## config.mk

```make
export PLATFORM = sky130hd
export DESIGN_NAME = dpca_front
export DESIGN_NICKNAME = d
export VERILOG_FILES = /design/src/rtl/dpca_pkg.sv /design/src/rtl/dpca_front.sv
export SDC_FILE = /design/constraint.sdc
export NUM_CORES = 1
export LEC_CHECK = 0
export BUFFER_PORTS_ARGS = -buffer_cell sky130_fd_sc_hd__buf_2
export CORE_AREA = 2 2 154 156
export DETAILED_ROUTE_END_ITERATION = 7
export DIE_AREA = 0 0 156 158
export PLACE_DENSITY_LB_ADDON = 0.15
export SLEW_MARGIN = 25
export SYNTH_ARGS = -nofsm -noshare
export SYNTH_HDL_FRONTEND = slang
export SYNTH_SLANG_ARGS = --single-unit
export TNS_END_PERCENT = 100
```

## constraint.sdc

```tcl
create_clock -name vclk -period 7.2
set_clock_uncertainty 0.1 [all_clocks]
set_input_delay 1.44 -clock vclk [all_inputs]
set_output_delay 1.44 -clock vclk [all_outputs]
set_load 0.02 [all_outputs]
```

## src/rtl/dpca_pkg.sv

```systemverilog
// Shared types and constants of the DMA pool carve and bump allocator.
package dpca_pkg;

    localparam int MAP_ENTRIES_DEF    = 32;
    localparam int MODULE_ENTRIES_DEF = 16;
    localparam int Q_DEPTH            = 2;

    localparam logic [31:0] MIN_DMA   = 32'h0010_0000;
    localparam logic [32:0] PAGE_M1   = 33'h0_0000_0FFF;
    localparam logic [63:0] TOP32     = 64'h0000_0000_FFFF_FFFF;
    localparam logic [31:0] TOP_PAGE  = 32'hFFFF_F000;

    localparam logic [2:0] KIND_USABLE   = 3'd0;
    localparam logic [2:0] KIND_RESERVED = 3'd1;
    localparam logic [2:0] KIND_KERNEL   = 3'd2;
    localparam logic [2:0] KIND_META     = 3'd3;
    localparam logic [2:0] KIND_MODULE   = 3'd4;

    typedef enum logic [1:0] {
        OP_BEGIN   = 2'd0,
        OP_LOAD    = 2'd1,
        OP_BUILD   = 2'd2,
        OP_RESERVE = 2'd3
    } t_op;

    typedef enum logic [1:0] {
        ST_OK      = 2'd0,
        ST_REFUSED = 2'd1,
        ST_INVALID = 2'd2,
        ST_NO_GAP  = 2'd3
    } t_status;

    typedef enum logic [2:0] {
        S_IDLE,
        S_RES_ALIGN,
        S_RES_CHECK,
        S_U_RD,
        S_U_INIT,
        S_WALK,
        S_EX,
        S_STEP
    } t_state;

    typedef struct packed {
        t_op         op;
        logic [2:0]  kind;
        logic [63:0] base;
        logic [63:0] length;
        logic [31:0] size;
        logic [31:0] align;
        logic        wrap;
        logic        fits;
        logic        len_zero;
        logic        res_ok;
    } t_item;

    typedef struct packed {
        logic [31:0] cursor;
        logic [31:0] pool_end;
    } t_back_stat;

endpackage

```

## src/rtl/dpca_front.sv

```systemverilog
// Front end: accepts request transfers and classifies them into queue items.
module dpca_front (
    input  logic                  i_tvalid,
    output logic                  o_tready,
    input  logic [191:0]          i_tdata,
    input  logic [4:0]            i_tuser,
    input  logic                  i_q_full,
    output logic                  o_push,
    output dpca_pkg::t_item       o_item
);
    import dpca_pkg::*;

    logic [64:0] sum;
    logic [31:0] al;

    assign al  = i_tdata[191:160];
    assign sum = {1'b0, i_tdata[63:0]} + {1'b0, i_tdata[127:64]};

    assign o_tready = !i_q_full;
    assign o_push   = i_tvalid && !i_q_full;

    always_comb begin
        o_item.op       = t_op'(i_tuser[1:0]);
        o_item.kind     = i_tuser[4:2];
        o_item.base     = i_tdata[63:0];
        o_item.length   = i_tdata[127:64];
        o_item.size     = i_tdata[159:128];
        o_item.align    = al;
        // A range wraps when base plus length carries out of 64 bits.
        o_item.wrap     = sum[64];
        // The span fits the 32-bit space when its end is at most 4 GiB.
        o_item.fits     = (i_tdata[63:32] == 32'd0) && (sum <= 65'h1_0000_0000);
        o_item.len_zero = (i_tdata[127:64] == 64'd0);
        o_item.res_ok   = (i_tdata[159:128] != 32'd0) && (al != 32'd0) &&
                          ((al & (al - 32'd1)) == 32'd0);
    end
endmodule

```

==> reports/results.tsv <==
metric	value	unit
endpoint	o_item[2]	
crit_family	compound AO/OA/AOI/OAI gates	
fin_setup_tns	0	ns
place_area	7200	µm²
place_ws	0.357	ns
utilization	0.312	
nNetsFinal	1406	
num_rows	56	
gr-total-overflow	0	
status	finished, final reports clean	
nFlopsAndLatches	0	
maxCapViolations	0	
cts.hold.buffers_added	0	
synth_top_area_frac	0.231	
regArea	0	µm²
cts_resized	0	
initial_utilization	0.277	
seqPwrFrac	0	
drtIter0Drc	303	
timing.critical_path.from	i_tdata[0]	
drt_pre_antenna_iters	5	
netlist_top_cells_count	197 x buf_4, 95 x a21oi_1, 91 x nand2_1, 65 x o21ai_0, 64 x ha_1	
syn-num-nets	1228	
hold_path_depth	0	
p_sw	0.409	mW
synth_area_leaders	buf_4 23%, ha_1 13%, a21oi_1 7.4%, nand2_1 5.3%, o21ai_0 5.1%	
worstPathCellList	buf_2 -> ha_1 -> fa_1 -> a21oi_1 -> o21bai_1 -> o211a_1 -> or2_1 -> a31o_2 -> a211oi_2 -> a21oi_1 -> or4_1 -> a211oi_1 -> nand4_1 -> nor4_1 -> buf_4 -> buf_2	
dp_cells	1430	
die_area	24600	µm²
antenna_found_initial	3	
rsz0062_at_grt	false	
synth_area_per_cell	6.63	µm²
boundaryPins	402	
io_buffers	392	
fmax	146	MHz
power	0.641	mW
die_w	156	µm
totalWireLength	26600	µm
drive_gt1_frac	0.372	
place_hpwl	24000	µm
routedWlPerCell	18.6	µm
hold_ws	2.78	ns
switching_share	0.637	
clockBufferCount	0	
fin_ws	0.329	ns
crit_path_top_delay_cell	or4_1	
critPathCaptureType	output pin	
syn_area	6400	µm²
crit_path_max_fanout	6	
period_share	0.954	
seq_area_frac_synth	0	
p_leak	3.40	nW
gp_congestion	0.904	
synth.most_common_cell	buf_4	
via_count	7496	
syn-instance-count	964	
ir_drop	0.0302	mV
power_frac_comb	1.000	
syn_to_final_growth	12.6	%
yosys_warnings	0	
fin_area	7200	µm²
final-hold-violation-count	0	
report.final.slew_viol_count	0	
grt_pass1_vias	6952	
worst-setup-path-type	input pin to output pin	
antennaDiodeCount	0	
cp_slowest_stage_delay	0.48	ns
worst-path-buf-inv	3	
hp-class	input pin to output pin	
final_cells	1430	
yosys.area.top_type	buf_4	
core-area	23100	µm²
fin_crit	6.87	ns
ys_types	75	
power_density	89.0	nW/µm²
grt_usage	0.201	
ant_nets	0	
arrival	5.33	ns
grt_pass1_wl	39100	µm
cp.depth	16	
die_y	158	µm
internal_power	0.233	mW
grt_max_degree	11	
drc_errors	0	
cp-start-kind	input pin	
drt-vias-per-instance	5.24	
crit_required	5.66	ns
clkPwrFrac	0	
tightest_slew	0.926	ns
setup_viol	0	
cts_setup_buffers	0	
slew-limit-headroom	0.367	
power by group through the flow:
stage          Clock (mW)  Sequential [mW]  Combinational, mW
6_report                0                0              0.641
5_1_grt                 0                0              0.705
4_1_cts                 0                0              0.642
3_5_place_dp            0                0              0.639
3_3_place_gp            0                0              0.643
2_1_floorplan           0                0              0.473
cell type report:
class	instances	area, µm²
fill	2613	15800
inverter	17	63.8
multi-input combinational	723	4750
tap	290	363
timing repair buffer	400	2020
cells in the final DEF (no fill, tap or decap), types with 3 or more instances in the layout:
cell         n
ha_1        64
a21oi_1     95
a2111oi_0    4
a221oi_1     6
nor3_1      20
nor3b_1      3
buf_2      392
xor2_1      17
nor2b_1      8
or4_1        7
o2111ai_1    4
nand4_1     34
o21a_1      10
a31oi_1     11
inv_1       17
buf_4        8
o31ai_1      4
and2_1       4
o21bai_1     9
and3_1      10
o211ai_1    10
maj3_1       4
xnor2_1     12
nand2_1     91
o21ai_0     65
nor2_1      61
o31a_1       4
a21o_1      16
nand3_1     13
mux2i_1      9
a211oi_1    14
or3_1       11
o221ai_1     3
nand2b_1     3
nor4_1      42
or2_2        6
worst min path at each step:
stage                    start          end  slack, ns
finish              i_tuser[4]  o_item[198]       2.78
global route        i_tuser[4]  o_item[198]       2.78
CTS                 i_tuser[0]  o_item[199]       2.78
detailed placement  i_tuser[0]  o_item[199]       2.78
global placement    i_tuser[0]  o_item[199]       2.78
floorplan             i_q_full     o_tready       2.86
kinds of logic after synthesis:
logic type | share of synthesized area
compound gates | 0.284
xor+xnor | 0.0397
fa+ha+maj | 0.135
buf+inv | 0.258
mux | 0.0158
simple gates | 0.268
metal layers:
metal,wire (µm),share of wire,up-vias,track usage
li1,-,-,3774,-
met1,11100,0.42,3414,0.245
met2,13500,0.51,282,0.384
met3,1450,0.055,26,0.0189
met4,539,0.020,0,0.0345
met5,0,0,-,0
No activity file was read; power rests on OpenSTA's default activity.
