==> src/rtl/dpca_pkg.sv <==
// Shared types and constants of the DMA pool carve and bump allocator.
package dpca_pkg;

    localparam int MAP_ENTRIES_DEF    = 32;
    localparam int MODULE_ENTRIES_DEF = 16;
    localparam int Q_DEPTH            = 2;

    localparam logic [31:0] MIN_DMA   = 32'h0010_0000;
    localparam logic [32:0] PAGE_M1   = 33'h0_0000_0FFF;
    localparam logic [63:0] TOP32     = 64'h0000_0000_FFFF_FFFF;
    localparam logic [31:0] TOP_PAGE  = 32'hFFFF_F000;

    localparam logic [2:0] KIND_USABLE   = 3'd0;
    localparam logic [2:0] KIND_RESERVED = 3'd1;
    localparam logic [2:0] KIND_KERNEL   = 3'd2;
    localparam logic [2:0] KIND_META     = 3'd3;
    localparam logic [2:0] KIND_MODULE   = 3'd4;

    typedef enum logic [1:0] {
        OP_BEGIN   = 2'd0,
        OP_LOAD    = 2'd1,
        OP_BUILD   = 2'd2,
        OP_RESERVE = 2'd3
    } t_op;

    typedef enum logic [1:0] {
        ST_OK      = 2'd0,
        ST_REFUSED = 2'd1,
        ST_INVALID = 2'd2,
        ST_NO_GAP  = 2'd3
    } t_status;

    typedef enum logic [2:0] {
        S_IDLE,
        S_RES_ALIGN,
        S_RES_CHECK,
        S_U_RD,
        S_U_INIT,
        S_WALK,
        S_EX,
        S_STEP
    } t_state;

    typedef struct packed {
        t_op         op;
        logic [2:0]  kind;
        logic [63:0] base;
        logic [63:0] length;
        logic [31:0] size;
        logic [31:0] align;
        logic        wrap;
        logic        fits;
        logic        len_zero;
        logic        res_ok;
    } t_item;

    typedef struct packed {
        logic [31:0] cursor;
        logic [31:0] pool_end;
    } t_back_stat;

endpackage

==> src/rtl/dpca_queue.sv <==
// Short queue that decouples the front end from the back end.
module dpca_queue (
    input  logic             i_clk,
    input  logic             i_rst_n,
    input  logic             i_push,
    input  dpca_pkg::t_item  i_item,
    output logic             o_full,
    input  logic             i_pop,
    output logic             o_valid,
    output dpca_pkg::t_item  o_item
);
    import dpca_pkg::*;

    localparam int QAW = (Q_DEPTH > 1) ? $clog2(Q_DEPTH) : 1;
    localparam int QCW = $clog2(Q_DEPTH + 1);

    t_item            r_mem [Q_DEPTH];
    logic [QAW-1:0]   r_wp, r_rp;
    logic [QCW-1:0]   r_cnt;

    function automatic logic [QAW-1:0] bump(input logic [QAW-1:0] p);
        return (p == QAW'(Q_DEPTH - 1)) ? '0 : p + 1'b1;
    endfunction

    assign o_full  = (r_cnt == QCW'(Q_DEPTH));
    assign o_valid = (r_cnt != '0);
    assign o_item  = r_mem[r_rp];

    always_ff @(posedge i_clk) begin
        if (!i_rst_n) begin
            r_wp  <= '0;
            r_rp  <= '0;
            r_cnt <= '0;
        end else begin
            if (i_push) r_wp <= bump(r_wp);
            if (i_pop)  r_rp <= bump(r_rp);
            if (i_push && !i_pop)      r_cnt <= r_cnt + 1'b1;
            else if (!i_push && i_pop) r_cnt <= r_cnt - 1'b1;
        end
    end

    always_ff @(posedge i_clk) begin
        if (i_push) r_mem[r_wp] <= i_item;
    end
endmodule

==> config.mk <==
export PLATFORM = sky130hd
export DESIGN_NAME = dpca_queue
export DESIGN_NICKNAME = d
export VERILOG_FILES = /design/src/rtl/dpca_pkg.sv /design/src/rtl/dpca_queue.sv
export SDC_FILE = /design/constraint.sdc
export NUM_CORES = 1
export LEC_CHECK = 0
export ABC_AREA = 1
export BUFFER_PORTS_ARGS = -buffer_cell sky130_fd_sc_hd__buf_4
export CAP_MARGIN = 10
export CORE_MARGIN = 5
export CORE_UTILIZATION = 30
export CTS_CLUSTER_SIZE = 25
export DETAILED_ROUTE_END_ITERATION = 8
export HOLD_SLACK_MARGIN = 0.03
export PLACE_DENSITY_LB_ADDON = 0.15
export SYNTH_ARGS = -nofsm -noshare
export SYNTH_HDL_FRONTEND = slang
export SYNTH_SLANG_ARGS = --single-unit
==> constraint.sdc <==
create_clock -name i_clk -period 22.4 [get_ports i_clk]
set_input_delay 2.24 -clock i_clk [delete_from_list [all_inputs] [get_ports i_clk]]
set_output_delay 2.24 -clock i_clk [all_outputs]
set_load 0.02 [all_outputs]
==> results of run 1 <==
-- registers in the layout (all words and copies together) (netlist names), named ones only --
register  cells
r_cnt         2
r_mem       402
r_wp          1
r_rp          1
-- worst max-delay path, stage by stage, from the launching register on --
cell,delay (ps)
sky130_fd_sc_hd__dfxtp_4,1040
sky130_fd_sc_hd__buf_4,870
sky130_fd_sc_hd__mux2_2,450
sky130_fd_sc_hd__buf_4,170
-- metal layers --
metal	track usage, %	share of wire, %	routed length (µm)
met1	15.2	38	14000
met2	22.9	53	19400
met3	3.80	6.2	2280
met4	4.54	2.7	971
met5	0	0	0
-- final cells by class --
class	instances	area [µm²]
timing repair buffer	415	3120
inverter	8	37.5
clock inverter	26	275
sequential	407	12200
multi-input combinational	223	2370
tap	664	831
fill	4514	28800
antenna	2	5.00
clock buffer	55	1210
-- cell families (layout without fill, tap and decap cells) --
logic type	Yosys count	in the layout	share of synthesized area, %
flops	407	407	82.2
mux	201	201	15.3
buf+inv	30	504	1.83
simple gates	19	19	0.507
compound gates	2	2	0.0675
fa+ha+maj	1	1	0.0845
other cells	0	2	0
-- report_power, final --
part           switching (mW)  internal [mW]
sequential             0.0130          0.883
combinational           0.110         0.0962
clock                   0.289          0.450
total                   0.412           1.43
-- cell usage in the layout (no fill, tap or decap), drive strengths merged, types with 2 or more instances in the layout --
cell      synthesis  layout
nand2             9       9
mux2            201     201
clkinv            0      17
clkinvlp          0       2
bufinv            0       6
inv               8       9
diode             0       2
dfxtp             5       5
clkbuf            0      55
edfxtp          402     402
nor2              8       8
buf              22     415
-- metrics by stage --
step	setup WS, ps	total power, mW	instance area, µm²	instances	hold slack (ps)
after global placement	17370	1.12	18500	1717	477
after CTS	16760	1.88	20000	1798	509
final	16900	1.84	20000	1800	498
after global routing	16710	1.92	20000	1800	561
after detailed placement	17370	1.12	18500	1717	494
after floorplan	10950	1.03	14800	660	463
-- path summary, 6_finish.rpt --
| check | depth (start not counted) | end |
|---|---|---|
| setup / recovery | 3 | o_item[39] |
| hold reg to reg | 2 | r_rp |
| hold / removal | 2 | r_rp |
| setup reg to reg | 3 | r_mem[1][26] |
==> reports/summary.md, run 1 <==
The run finished with clean final reports. The type of the most critical hold path is reg -> reg. After layout, the worst path uses 24.5% of the clock period.

The layout net count was 1306; the fraction of registers with async set or reset after synthesis was 0%. The worst setup path category is reg -> out. The logs give 23.3% for the relative slew slack and 13.0% for the global-route usage over all layers. Nature of the critical path startpoint: a register. For the final-report hold violation count, the log shows 0.

In the post-synthesis netlist, the cell with the most instances is sky130_fd_sc_hd__edfxtp_1. For the maximum number of pins on one net before global-route repair, the log shows 84. The net count after synthesis came out at 866.

The buffer levels on the longest clock path is 3. For this run, the top clock speed supported by timing is 182 MHz. For this configuration, the core starts out at a cell density of 30.3%. The synthesized netlist cell count was 660; the transition time of the tightest slew-check pin was 1150 ps. The number of buffers inserted by port buffering was 407.

The dominant cell type by area after synthesis is sky130_fd_sc_hd__edfxtp_1. TritonCTS built the clock tree. Data on the critical path is required at its endpoint by 20160 ps. For this run, design rule violations remaining after detail routing come to 0. In this run the static leakage power is 7.38 nW. The final core area utilization was 41.0%; the worst voltage drop across the vdd grid was 0.0567 mV. Counting every sink on the clock net gives 407. For the post-cts sizing count, the log shows 0. The maximum fanout along the worst path is 76. Detailed routing inserted a total of 7600 vias.

Dividing total power by cell area gives a power density of 92.0 nW/µm². Buffers inserted during clock tree synthesis total 45. The max-cap check violation count is 0. The run gives 2 as the initial antenna violation count. The detail-routed net length per standard cell was 20.4 µm; the placer's final routability congestion estimate was 0.743. The floorplan step set the die height to 232 µm. The worst register-to-register path has a setup slack of 20000 ps. Synthesis inferred 407 register bits. The worst setup path is captured at an output pin. The wire-length estimate of the detail-placed layout is 24.7 mm.

The share of the synthesized area in the top cell type works out to 81.5%. Number of warning messages in the yosys log: 0. The worst register-to-register path begins at r_wp. The worst hold path begins at r_rp. For the core outline area, the log shows 48800 µm². The number of different library cells used by synthesis comes to 13. In this run the clock root is driven by a sky130_fd_sc_hd__clkbuf_16. Dividing the synthesized area by the synthesized cell count gives 22.4 µm².

For the number of setup buffers added after CTS, the log shows 0. The die covers 53900 µm². Fraction of final layout cells with drive strength greater than 1: 60.1%.

Sorting the synthesized cells by how often they occur yields sky130_fd_sc_hd__edfxtp_1, sky130_fd_sc_hd__mux2_2, sky130_fd_sc_hd__buf_6. The tools report the via count of the first global-routing pass as 8193. For the worst setup path, the data arrival time is 3260 ps.

The clock insertion delay at the later pin of the skew report is 540 ps. Remaining antenna violation count after routing: 0. The clock-pin slew on the worst setup and hold paths is 60 ps, and the accumulated negative setup slack is 0 ps.

The H-tree was split into 2 levels. Summing the sequential cell areas from Yosys gives 82.2% of the chip area. Sorting the synthesized cells by area gives the leading types as sky130_fd_sc_hd__edfxtp_1, sky130_fd_sc_hd__mux2_2, sky130_fd_sc_hd__buf_6, sky130_fd_sc_hd__dfxtp_1, sky130_fd_sc_hd__nand2_1.

The first-pass GRT wire length was 52.7 mm. The total wirelength of the detailed-routed design was 36.6 mm; the count of pins on the block boundary was 408. Setup violations remaining at the end of the flow were counted as 0.

The area growth from synthesis to layout came out at 35.2%. The die outline width is 232 µm. Summing every instance area after synthesis gives 14800 µm².

Setup repair after global routing left no endpoint under its margin. The first routing iteration left 305 violations. The initialized floorplan defines 81 standard-cell rows.

The total overflow left after global routing is 0. Clock skew on the completed layout was measured at 9.11 ps. The most instantiated flip-flop cell in the synthesis netlist was sky130_fd_sc_hd__edfxtp_1.

The first-pass detailed-route iteration total was 4. The hold buffer count at cts is 0, and the final count of pins violating max slew is 0. The clock period minus worst slack came out at 5500 ps. The routed via count divided by cell count is 4.22, and the number of flops mapped to enable cells by yosys is 402.
(Power assumes the default switching activity.)
==> inputs of run 2 (changes only) <==
clock period = 5.5 ns   (was 22.4 ns; I/O delays follow)
==> run 2 against run 1 <==
Die area did not move. Flip-flop and latch count did not move. Clock power rose to 4.2 times the previous value. Power rose to 4.1 times the previous value. Clock skew rose by 1.4 ps. Worst hold slack got worse by 320 ps. First-iteration DRC count rose by 9.8%. Non-clock buffer count fell by 2. Critical path type unchanged. Largest power group unchanged. Highest routed layer is now met5.
==> reports/summary.md, run 2 (synthesized netlist as in run 1, its figures left out) <==
Clock network power share: 40.7% (was 40.1%). The area growth from synthesis to layout was 35.6% (was 35.2%); the transition time of the tightest slew-check pin was 944 ps (was 1150 ps). Commonest non-fill, non-tap cells in the layout: sky130_fd_sc_hd__buf_4, sky130_fd_sc_hd__edfxtp_1, sky130_fd_sc_hd__mux2_2 (unchanged). The die outline width was 232 µm (unchanged); the data arrival time at the worst-slack endpoint was 2660 ps (was 3260 ps). The worst setup path category is reg -> out (unchanged). The cell count of the worst hold path is 1 (was 2). The clock insertion delay at the later pin of the skew report is 550 ps (was 540 ps).

The remaining routing DRC violations came out at 0 (unchanged). The first-pass detailed-route iteration total is 4 (unchanged), and the floorplan die area is 53900 µm² (unchanged). The final setup violation count was 0 (unchanged). Number of buffers inserted by port buffering: 407 (unchanged).

The startpoint of the tightest hold check path is i_item[104] (was r_rp). The type of the most critical hold path is in -> reg (was reg -> reg). Regs by FF count: r_mem: 402 flops, r_cnt: 2 flops (unchanged).

The sequential power share was 48.0% (was 48.7%). The critical-path cell with the highest stage delay was sky130_fd_sc_hd__dfxtp_4 (unchanged). Final core area utilization: 41.1% (was 41.0%).

The maximum number of pins on one net before global-route repair was 118 (was 84); the final setup slack of the worst path was 2290 ps (was 16900 ps). The detail-routed net length per standard cell came out at 19.9 µm (was 20.4 µm). Maximum fanout along the worst path: 113 (was 76). The tools report the clock sink total as 407 (unchanged). The cell total after placement is 1715 (was 1717), and the cell internal power dissipation is 5.89 mW (was 1.43 mW). The fraction of final layout cells with drive strength greater than 1 came out at 59.8% (was 60.1%). The nature of the critical path startpoint is a register (unchanged). The sum of net half-perimeters after detailed placement was 23.6 mm (was 24.7 mm). The total placed instance area came out at 18600 µm² (was 18500 µm²).

Most frequent standard cell in the layout excluding fill and tap cells: sky130_fd_sc_hd__buf_4 (unchanged). Sequence of cells on the critical path: buf_12 > mux2_2 > buf_4 (was buf_4 > mux2_2 > buf_4). For the internal reg-to-reg setup slack, the log shows 3200 ps (was 20000 ps). The filler-free cell count of the finished design is 1800 (unchanged). Endpoint type of the worst setup path: an output pin (unchanged).

The overall power consumption is 7.57 mW (was 1.84 mW). The run gives 408 (unchanged) as the count of pins on the block boundary. Dividing the final minimum period by the clock period gives 58.3%. Hold path endpoint: r_mem[1][104] (was r_rp).

The tools report the root buffer cell as sky130_fd_sc_hd__clkbuf_16 (unchanged). The tools report the startpoint of the lowest-slack register-to-register path as r_wp (unchanged). The logs give 48800 µm² (unchanged) for the core outline area and 0 (unchanged) for the max-cap check violation count. The run gives 20100 µm² (was 20000 µm²) as the design area. The routed via count divided by cell count came out at 4.22 (about the same).

The logs give 0 (unchanged) for the remaining antenna violation count after routing and 174 ps (was 498 ps) for the worst hold margin. For the leakage dissipation, the log shows 7.41 nW (was 7.38 nW). The combinational group share of total power was 11.3% (was 11.2%); the starting utilization of the core area was 30.3% (unchanged).

The power density of the placed cells was 377 nW/µm² (was 92.0 nW/µm²). TritonCTS built the clock tree. Worst endpoint required time: 4950 ps (was 20160 ps).

The clock-pin slew on the worst setup and hold paths came out at 60 ps (about the same). The placer's final routability congestion estimate was 0.733 (was 0.743). The depth of the CTS H-tree was 2 (unchanged).

The number of violations reported at the end of detailed-routing iteration 0 is 335 (was 305). For the worst-case setup slack after placement, the log shows 2820 ps (was 17370 ps). The initial antenna violation count is 2 (unchanged), and the post-cts sizing count is 0 (unchanged). The count of fill cells added during filler insertion came out at 4519 (was 4514).

The switching part of the total power was 22.3% (was 22.4%); the maximum frequency from static timing analysis was 312 MHz. The largest stage delay on the critical path is 780 ps (was 1040 ps). The flip-flop count of the largest register after layout is 402 (unchanged). The depth of the worst register-to-register path was 3 (unchanged); the worst voltage drop across the vdd grid was 0.256 mV (was 0.0567 mV). The capture instance of the worst register-to-register path was r_mem[1][56] (was r_mem[1][26]). The run gives 81 (unchanged) as the site row count. The tools report the via count of the routed design as 7592 (was 7600). The register ranked first by flip-flop count was r_mem (unchanged). The total global routing overflow is 0 (unchanged), and the hold buffer count at cts is 0 (unchanged). The worst setup skew after layout was 10.5 ps (was 9.11 ps); the final count of pins violating max slew was 0 (unchanged). The total wirelength of the detailed-routed design is 35.9 mm (was 36.6 mm), and the number of setup buffers added after CTS is 0 (unchanged).

The smallest clock period supported by the final layout is computed as 3210 ps. The logs give 7931 (was 8193) for the via count of the first global-routing pass and 1.69 mW (was 0.412 mW) for the net switching power of the design. The relative slew slack is 37.1% (was 23.3%). For the accumulated negative setup slack, the log shows 0 ps (unchanged). Setup repair after global routing left no endpoint under its margin. The die extent in y was 232 µm (unchanged); the number of buffers created by CTS was 46 (was 45).

The flow ran to the end, and the final reports show no timing, DRC or antenna violations. Layout net count: 1305 (was 1306). For the first-pass GRT wire length, the log shows 51.3 mm (was 52.7 mm).

The global-route usage over all layers is 12.7% (was 13.0%). The buffer levels on the longest clock path is 3 (unchanged), and the final-report hold violation count is 0 (unchanged).
## run 2: cell count changes in the layout (fill, tap and decap cells not counted), sizes merged
| cell | delta |
|---|---|
| buf | -2 |
| clkbuf | +4 |
| clkinv | +1 |
| clkinvlp | -2 |
| diode | -1 |
## run 2: worst max path at each step
stage               depth (start not counted)      from     endpoint  slack [ps]
global placement                            3  register   o_item[47]        2810
floorplan                                   2    i_push  r_mem[1][0]         440
finish                                      3  register    o_item[8]        2290
CTS                                         3  register  o_item[194]        2190
global route                                3  register   o_item[13]        2110
detailed placement                          3  register   o_item[18]        2820
## run 2: final cells by class
class	count	area (µm²)	area share [%]
Timing Repair Buffer	413	3140	15.6
Sequential cell	407	12200	60.6
Tap cell	664	831	4.14
Multi-Input combinational cell	223	2370	11.8
Inverter	8	37.5	0.187
Clock buffer	59	1260	6.29
Clock inverter	25	264	1.31
Antenna cell	1	2.50	0.0125
## run 2: metal layers
layer | share of wire [%] | GRT usage [%] | vias up
met1 | 37 | 14.1 | 3807
met4 | 2.4 | 4.63 | 2
met3 | 8.1 | 4.79 | 60
li1 | - | - | 3497
met2 | 53 | 22.3 | 226
met5 | 0.056 | 0 | -
## run 2: worst max-delay path, delay by kind of cell, from the launching register on
family / cells / cell delay [ps]
multiplexers: 1 / 420
flip-flops: 1 / 780
buffers and inverters: 2 / 740
## run 2: power groups by stage
stage	clock (mW)	combinational, mW	sequential (mW)
finish	3.08	0.852	3.64
global route	3.33	0.909	3.65
CTS	3.20	0.876	3.64
detailed placement	0	0.872	3.70
global placement	0	0.867	3.70
floorplan	0	0.459	3.70
